## src/rtl/core/itl_pkg.sv

```systemverilog
// Shared types and constants of the interpolated table lookup
`timescale 1ns / 1ps

package itl_pkg;

	localparam int unsigned EW = 64;   // energy width, unsigned 40.24
	localparam int unsigned VW = 56;   // value width, signed 32.24
	localparam int unsigned DVW = 56;  // magnitude of a value difference
	localparam int unsigned QW = 57;   // kept quotient bits
	localparam int unsigned PW = 120;  // slope product width
	localparam int unsigned QOVF = 57; // first quotient bit that saturates

	typedef enum logic [1:0] {
		ST_OK    = 2'd0,
		ST_SHORT = 2'd1,
		ST_ZERO  = 2'd2,
		ST_SAT   = 2'd3
	} status_t;

	typedef enum logic {
		FUNC_LOAD  = 1'b0,
		FUNC_QUERY = 1'b1
	} func_t;

	typedef enum logic [3:0] {
		S_IDLE,
		S_RD_FIRST,
		S_CHK_FIRST,
		S_RD_LAST,
		S_CHK_LAST,
		S_RD_MID,
		S_CHK_MID,
		S_RD_LO,
		S_CAP_LO,
		S_CAP_HI,
		S_DIFF,
		S_MUL,
		S_DIV,
		S_SUM,
		S_DONE
	} state_t;

	typedef enum logic [2:0] {
		RD_FIRST,
		RD_LAST,
		RD_MID,
		RD_LO,
		RD_HI
	} rd_sel_t;

	typedef struct packed {
		logic    load;
		logic    start;
		logic    short_res;
		logic    chk_last;
		logic    chk_mid;
		logic    cap_lo;
		logic    cap_hi;
		logic    zero_res;
		logic    diff;
		logic    mul_step;
		logic    div_step;
		logic    sum;
		rd_sel_t rd_sel;
	} dp_cmd_t;

	typedef struct packed {
		logic is_short;
		logic first_hit;
		logic last_hit;
		logic search_done;
		logic zero_width;
		logic mul_last;
		logic div_last;
	} dp_sts_t;

endpackage

```

## src/rtl/core/itl_ctrl.sv

```systemverilog
// Controller state machine sequencing loads and queries
`timescale 1ns / 1ps

module itl_ctrl (
	input  logic             clk,
	input  logic             arst_n,
	input  logic             in_valid,
	output logic             in_stall,
	input  logic             func,
	output logic             out_valid,
	input  logic             out_stall,
	input  itl_pkg::dp_sts_t sts,
	output itl_pkg::dp_cmd_t cmd
);

	import itl_pkg::*;

	state_t state_q;
	state_t state_d;

	// state register
	always_ff @(posedge clk or negedge arst_n) begin
		if (!arst_n) begin
			state_q <= S_IDLE;
		end else begin
			state_q <= state_d;
		end
	end

	// next state and datapath commands
	always_comb begin
		state_d    = state_q;
		cmd        = '0;
		cmd.rd_sel = RD_LO;
		unique case (state_q)
			S_IDLE: begin
				if (in_valid) begin
					if (func == FUNC_QUERY) begin
						cmd.start = 1'b1;
						state_d   = S_RD_FIRST;
					end else begin
						cmd.load = 1'b1;
					end
				end
			end
			S_RD_FIRST: begin
				if (sts.is_short) begin
					cmd.short_res = 1'b1;
					state_d       = S_DONE;
				end else begin
					cmd.rd_sel = RD_FIRST;
					state_d    = S_CHK_FIRST;
				end
			end
			S_CHK_FIRST: begin
				state_d = sts.first_hit ? S_RD_LO : S_RD_LAST;
			end
			S_RD_LAST: begin
				cmd.rd_sel = RD_LAST;
				state_d    = S_CHK_LAST;
			end
			S_CHK_LAST: begin
				if (sts.last_hit) begin
					cmd.chk_last = 1'b1;
					state_d      = S_RD_LO;
				end else begin
					state_d = S_RD_MID;
				end
			end
			S_RD_MID: begin
				if (sts.search_done) begin
					state_d = S_RD_LO;
				end else begin
					cmd.rd_sel = RD_MID;
					state_d    = S_CHK_MID;
				end
			end
			S_CHK_MID: begin
				cmd.chk_mid = 1'b1;
				state_d     = S_RD_MID;
			end
			S_RD_LO: begin
				cmd.rd_sel = RD_LO;
				state_d    = S_CAP_LO;
			end
			S_CAP_LO: begin
				cmd.cap_lo = 1'b1;
				cmd.rd_sel = RD_HI;
				state_d    = S_CAP_HI;
			end
			S_CAP_HI: begin
				cmd.cap_hi = 1'b1;
				state_d    = S_DIFF;
			end
			S_DIFF: begin
				if (sts.zero_width) begin
					cmd.zero_res = 1'b1;
					state_d      = S_DONE;
				end else begin
					cmd.diff = 1'b1;
					state_d  = S_MUL;
				end
			end
			S_MUL: begin
				cmd.mul_step = 1'b1;
				if (sts.mul_last) begin
					state_d = S_DIV;
				end
			end
			S_DIV: begin
				cmd.div_step = 1'b1;
				if (sts.div_last) begin
					state_d = S_SUM;
				end
			end
			S_SUM: begin
				cmd.sum = 1'b1;
				state_d = S_DONE;
			end
			S_DONE: begin
				if (!out_stall) begin
					state_d = S_IDLE;
				end
			end
			default: state_d = S_IDLE;
		endcase
	end

	assign in_stall  = state_q != S_IDLE;
	assign out_valid = state_q == S_DONE;

endmodule
```

## config.mk

```make
export PLATFORM = sky130hd
export DESIGN_NAME = itl_ctrl
export DESIGN_NICKNAME = d
export VERILOG_FILES = /design/src/rtl/core/itl_pkg.sv /design/src/rtl/core/itl_ctrl.sv
export SDC_FILE = /design/constraint.sdc
export NUM_CORES = 1
export LEC_CHECK = 0
export BUFFER_PORTS_ARGS = -buffer_cell sky130_fd_sc_hd__buf_2
export CAP_MARGIN = 20
export CORE_UTILIZATION = 32
export CTS_CLUSTER_DIAMETER = 100
export DETAILED_ROUTE_END_ITERATION = 10
export HOLD_SLACK_MARGIN = 0.03
export PLACE_DENSITY_LB_ADDON = 0.05
export SYNTH_ARGS = -nofsm -noshare
export SYNTH_HDL_FRONTEND = slang
export SYNTH_SLANG_ARGS = --single-unit
```

## constraint.sdc

```tcl
create_clock -name clk -period 1.3 [get_ports clk]
set_input_delay 0.065 -clock clk [delete_from_list [all_inputs] [get_ports clk]]
set_output_delay 0.065 -clock clk [all_outputs]
set_load 0.01 [all_outputs]
```

* Word level (Yosys, flattened, before mapping)
Index checks and enable logic that the tools add are counted.
Storage, ports and cells: bits of input ports 12, output and inout port bits 17, flip-flop bits (word level) 4, logic and storage cells 54
Operators by class: eq/ne operators 19, mux-type cells 31, reduce and logical (&&, ||, !) cells 3
Operators with widths (number):
- $pmux W4 S15 | 1
- $eq A4 B4 Y1 const B | 7
- $mux W4 | 6
- $eq A4 B3 Y1 const B | 4
- $mux W1 | 16
- $pmux W3 S4 | 1
- $mux W2 | 5
- $ne A2 B2 Y1 const B | 5
- $eq A4 B2 Y1 const B | 2
- $mux W3 | 2
- $reduce_and A5 Y1 | 1
- $eq A4 B1 Y1 const B | 1
- $logic_not A4 Y1 | 1
- $reduce_bool A4 Y1 | 1

* Logic depth before layout (Yosys ltp)
depth after elaboration 3, depth in mapped cells 5, gate-level depth less buffers 4

* Worst setup path before layout
Ideal clock, no wire load.
path kind register to register, start register state_q[0], end register state_q[3], slack -146 ps, stages on the path, launching flop included 6, required time 1174 ps, period minus slack after synthesis 1446 ps, library setup time 126 ps, data arrival time 1320 ps, cell sequence dfrtp_1 -> buf_6 -> or3b_1 -> a21oi_1 -> a221o_1 -> a221o_1
Between the ends: cells in the longest elaborated chain, start to end 3, elaborated cells on any way between the ends 22
Ends and longest elaborated chain:
- from (decl) | RTL line itl_ctrl.sv:18 | state_t state_q;
- from (signal assigned) | RTL line itl_ctrl.sv:26 | state_q <= state_d;
- $eq A4 B4 Y1 or $logic_not A4 Y1 (tied branches) | RTL line itl_ctrl.sv:35 | unique case (state_q)
- $ne A2 B2 Y1 (no source line)
- $reduce_and A5 Y1 (no source line)
Several ways; a longest one is shown, not always the timed one. A chain may end at the register's enable or synchronous reset.

* Final worst setup path
Same ends and word-level chain as after synthesis.

==> tab_implementation.tex <==
\begin{tabular}{lr}
\hline
Metric & Value \\
\hline
\multicolumn{2}{l}{\textbf{Run status}} \\
\quad Outcome & finished, violations left \\
\quad Failing checks & setup timing \\
\multicolumn{2}{l}{\textbf{Route}} \\
\quad Total via count after detailed routing & 711 \\
\quad Total met3 wirelength after detailed routing & 123 µm \\
\quad Top Layer Used & met3 \\
\quad Detailed-routing wirelength on met1 & 882 µm \\
\quad Final routed wirelength across all metal layers & 1930 µm \\
\quad WL per Instance & 14.3 µm \\
\quad Average vias per placed instance & 5.27 \\
\quad Count of antenna-violating nets left after detailed routing & 0 \\
\quad First-pass DRT Iterations & 4 \\
\quad Initial DRC count & 17 \\
\quad Drc violations & 0 \\
\quad Met2 WL post-DR & 923 µm \\
\multicolumn{2}{l}{\textbf{Clock tree}} \\
\quad Buffer depth of the longest clock path & 2 \\
\quad Clk pin slew, worst setup/hold paths & 0.04 ns \\
\quad Clk sink count & 4 \\
\quad Root Driver & sky130\_fd\_sc\_hd\_\_clkbuf\_4 \\
\quad Total clock buffers created by CTS & 3 \\
\quad Clock Latency Late Sink & 0.25 ns \\
\quad Count of H-tree levels built during CTS & 1 \\
\quad CTS tree & built \\
\multicolumn{2}{l}{\textbf{STA}} \\
\quad Final clock period utilization by the worst path & 118\% \\
\quad Clock tree skew after final layout & 0.0118 ns \\
\quad Max-slew violation count & 0 \\
\quad Endpoints failing setup & 18 \\
\quad Slew at the pin closest to its max-slew limit & 0.248 ns \\
\quad Highest Clock Rate & 651 MHz \\
\quad Unrepaired setup endpoints after global routing & true \\
\quad Hold Violations, Final & 0 \\
\quad Final min period & 1.54 ns \\
\quad Aggregate negative setup slack & -2.16 ns \\
\quad Relative max-transition margin & 83.4\% \\
\quad Worst Slack Setup Final & -0.235 ns \\
\multicolumn{2}{l}{\textbf{Place}} \\
\quad Pre-CTS setup slack & -0.174 ns \\
\quad HPWL after detailed placement & 1130 µm \\
\quad Gp weighted congestion & 0.796 \\
\quad Port Buffer Count & 28 \\
\multicolumn{2}{l}{\textbf{Synth}} \\
\quad Basic-gate share of the synthesized area counting and, or, nand and nor cells & 40.5\% \\
\quad Post-synthesis xor/xnor area fraction & 0\% \\
\quad Yosys Warn Count & 0 \\
\quad Library cell occupying the most area in the post-synthesis netlist & sky130\_fd\_sc\_hd\_\_dfrtp\_1 \\
\quad Combinational family with the most area after synthesis & simple AND/OR/NAND/NOR gates \\
\quad Area fraction in compound gates after synthesis & 25.5\% \\
\quad Share of the synthesized area in the top cell type & 21.1\% \\
\quad Most used DFF post-synth & sky130\_fd\_sc\_hd\_\_dfrtp\_1 \\
\quad Number of synthesized register bits & 4 \\
\quad Most frequently used cell type in the post-synthesis netlist & sky130\_fd\_sc\_hd\_\_nand2\_1 \\
\quad Synthesized-area fraction occupied by adder cells & 0\% \\
\quad Register area share after synthesis & 21.1\% \\
\quad Async SR Flop Fraction & 100\% \\
\quad Number of enable flip-flop cells after synthesis & 0 \\
\quad Ranking of synthesized cells by instance count & sky130\_fd\_sc\_hd\_\_nand2\_1 (9), sky130\_fd\_sc\_hd\_\_nor3\_1 (7), sky130\_fd\_sc\_hd\_\_nand2b\_1 (6), sky130\_fd\_sc\_hd\_\_nor2\_1 (6), sky130\_fd\_sc\_hd\_\_inv\_1 (5) \\
\quad Share of cell area taken by muxes after synthesis & 2.11\% \\
\quad Ranking of synthesized cells by area & sky130\_fd\_sc\_hd\_\_dfrtp\_1 (21\%), sky130\_fd\_sc\_hd\_\_nand2b\_1 (7.9\%), sky130\_fd\_sc\_hd\_\_nor3\_1 (7.4\%) \\
\quad Number of distinct library cells after synthesis & 25 \\
\quad Syn Std Cell Area & 475 µm² \\
\quad Mean Syn Cell Area & 6.60 µm² \\
\quad Net Count, Synth & 84 \\
\quad Post-Syn Instances & 72 \\
\multicolumn{2}{l}{\textbf{Setup path}} \\
\quad Slowest cell on crit path & sky130\_fd\_sc\_hd\_\_dfrtp\_2 \\
\quad CP cell instances & or3b\_4 -> a21oi\_4 -> a221o\_1 -> a221o\_1 \\
\quad Critical path launch point type & flop \\
\quad Crit path top cell by count & sky130\_fd\_sc\_hd\_\_a221o\_1 \\
\quad WP buf/inv & 0 \\
\quad Kind of end point of the critical path & flop \\
\quad Critical path data arrival time & 1.65 ns \\
\quad Crit path from & state\_q[0]\$\_DFFE\_PN0P\_ \\
\quad Longest individual stage delay on the worst path & 0.44 ns \\
\quad Crit Path Class & reg2reg \\
\quad Required time reported for the critical path endpoint & 1.41 ns \\
\quad Worst r2r src & state\_q[0]\$\_DFFE\_PN0P\_ \\
\quad CP top delay family & compound AO/OA/AOI/OAI gates \\
\quad Crit path max fanout & 5 \\
\multicolumn{2}{l}{\textbf{Cells and area}} \\
\quad Largest Register & state\_q \\
\quad Net count reported at finish & 134 \\
\quad Layout cell share with drive strength beyond 1 & 66.7\% \\
\quad Area added between synthesis and finish & 110\% \\
\quad Largest regs & state\_q: 4 flops \\
\quad Number of antenna cells inserted & 0 \\
\quad Flip-flop count of the largest register after layout & 4 \\
\quad Register area & 105 µm² \\
\quad Multi-input gate area & 472 µm² \\
\quad Final-layout fill cell count & 100 \\
\multicolumn{2}{l}{\textbf{Run}} \\
\quad Number of max-capacitance violations reported & 0 \\
\multicolumn{2}{l}{\textbf{GRT}} \\
\quad Total congestion overflow after global routing & 0 \\
\quad Wire length of the first global-routing pass & 2530 µm \\
\quad Initial antenna violation count & 0 \\
\quad Total global routing track utilization & 23.6\% \\
\quad Maximum number of pins on one net before global-route repair & 16 \\
\quad Number of global-route vias before repair & 570 \\
\multicolumn{2}{l}{\textbf{Floorplanning}} \\
\quad Number of placement rows & 13 \\
\quad Number of top-level design ports & 29 \\
\quad Core Region & 1330 µm² \\
\quad Horizontal extent of the die & 40.5 µm \\
\quad Initial core utilization & 35.6\% \\
\quad Vertical extent of the die & 40.5 µm \\
\quad Area enclosed by the die boundary & 1640 µm² \\
\multicolumn{2}{l}{\textbf{Power}} \\
\quad Power density over the cells & 2610 nW/µm² \\
\quad Power Total & 2.60 mW \\
\quad Leakage dissipation & 0.484 nW \\
\quad IR Drop Worst-Case VDD & 1.26 mV \\
\multicolumn{2}{l}{\textbf{Min path}} \\
\quad Startpoint of the tightest hold check path & sts[1] \\
\quad Worst hold-check path type & in2reg \\
\hline
\end{tabular}
metrics by stage:
step                      instance area, µm²  utilization, %  std cells  hold slack [ns]
after floorplan                          475               -         72           -0.231
after global placement                   662            49.6        117           -0.123
after detailed placement                 662            49.6        117           -0.117
after CTS                                836            62.7        131           0.0380
after global routing                    1000            75.0        135           0.0476
final                                   1000            75.0        135           0.0486
worst paths after layout:
| path | end | slack [ns] | depth (start not counted) |
|---|---|---|---|
| max | state_q[3]$_DFFE_PN0P_ | -0.24 | 4 |
| min | state_q[0]$_DFFE_PN0P_ | 0.05 | 2 |
| max reg2reg | state_q[3]$_DFFE_PN0P_ | -0.24 | 4 |
| min reg2reg | state_q[1]$_DFFE_PN0P_ | 0.81 | 3 |
| max in group asynchronous | state_q[3]$_DFFE_PN0P_ | 0.98 | 2 |
| min in group asynchronous | state_q[2]$_DFFE_PN0P_ | 0.16 | 2 |
cell type report:
class | instances | share of cell area [%]
clock buffers | 3 | 2.25
multi-input cells | 57 | 47.2
repair buffers | 51 | 35.8
inverters | 5 | 2.38
flip-flops and latches | 4 | 10.5
well taps | 15 | 1.88
report_power, final:
part / switching [mW] / internal, mW / total [mW]
registers: 0.141 / 0.208 / 0.349
logic: 0.995 / 1.10 / 2.09
clock network: 0.0610 / 0.104 / 0.165
placed cells by master, fill, tap and decap left out, types with 2 or more instances in the layout:
cell and count:
sky130_fd_sc_hd__a21boi_0 2, sky130_fd_sc_hd__a21oi_1 2, sky130_fd_sc_hd__a221o_1 2, sky130_fd_sc_hd__buf_2 26, sky130_fd_sc_hd__buf_4 14, sky130_fd_sc_hd__buf_6 10
sky130_fd_sc_hd__clkbuf_4 3, sky130_fd_sc_hd__dfrtp_2 4, sky130_fd_sc_hd__inv_1 4, sky130_fd_sc_hd__nand2_1 8, sky130_fd_sc_hd__nand2b_4 5, sky130_fd_sc_hd__nand3_1 2
sky130_fd_sc_hd__nor2_1 3, sky130_fd_sc_hd__nor2_2 2, sky130_fd_sc_hd__nor2b_1 2, sky130_fd_sc_hd__nor3_2 6, sky130_fd_sc_hd__o21a_1 2, sky130_fd_sc_hd__o21ai_0 2
sky130_fd_sc_hd__o22ai_1 2
logic make-up (layout without fill, tap and decap cells):
family | after synthesis | after routing
AND/OR/NAND/NOR | 38 | 38
AO/OA/AOI/OAI | 18 | 18
buffers and inverters | 11 | 59
flip-flops | 4 | 4
multiplexers | 1 | 1
routing by layer:
metal / track usage [%] / up-vias
li1: - / 346
met1: 32.1 / 336
met2: 36.1 / 29
met3: 2.22 / 0
met4: 12.5 / 0
met5: 0 / -
timing repair:
item,in CTS,in global routing
resized for setup,19,29
hold buffers,1,0
hold endpoints to repair,4,0
pin swaps,5,9
setup endpoints to repair,21,21
cloned,1,0
setup buffers,9,4
Power figures use the tool's default switching activity.
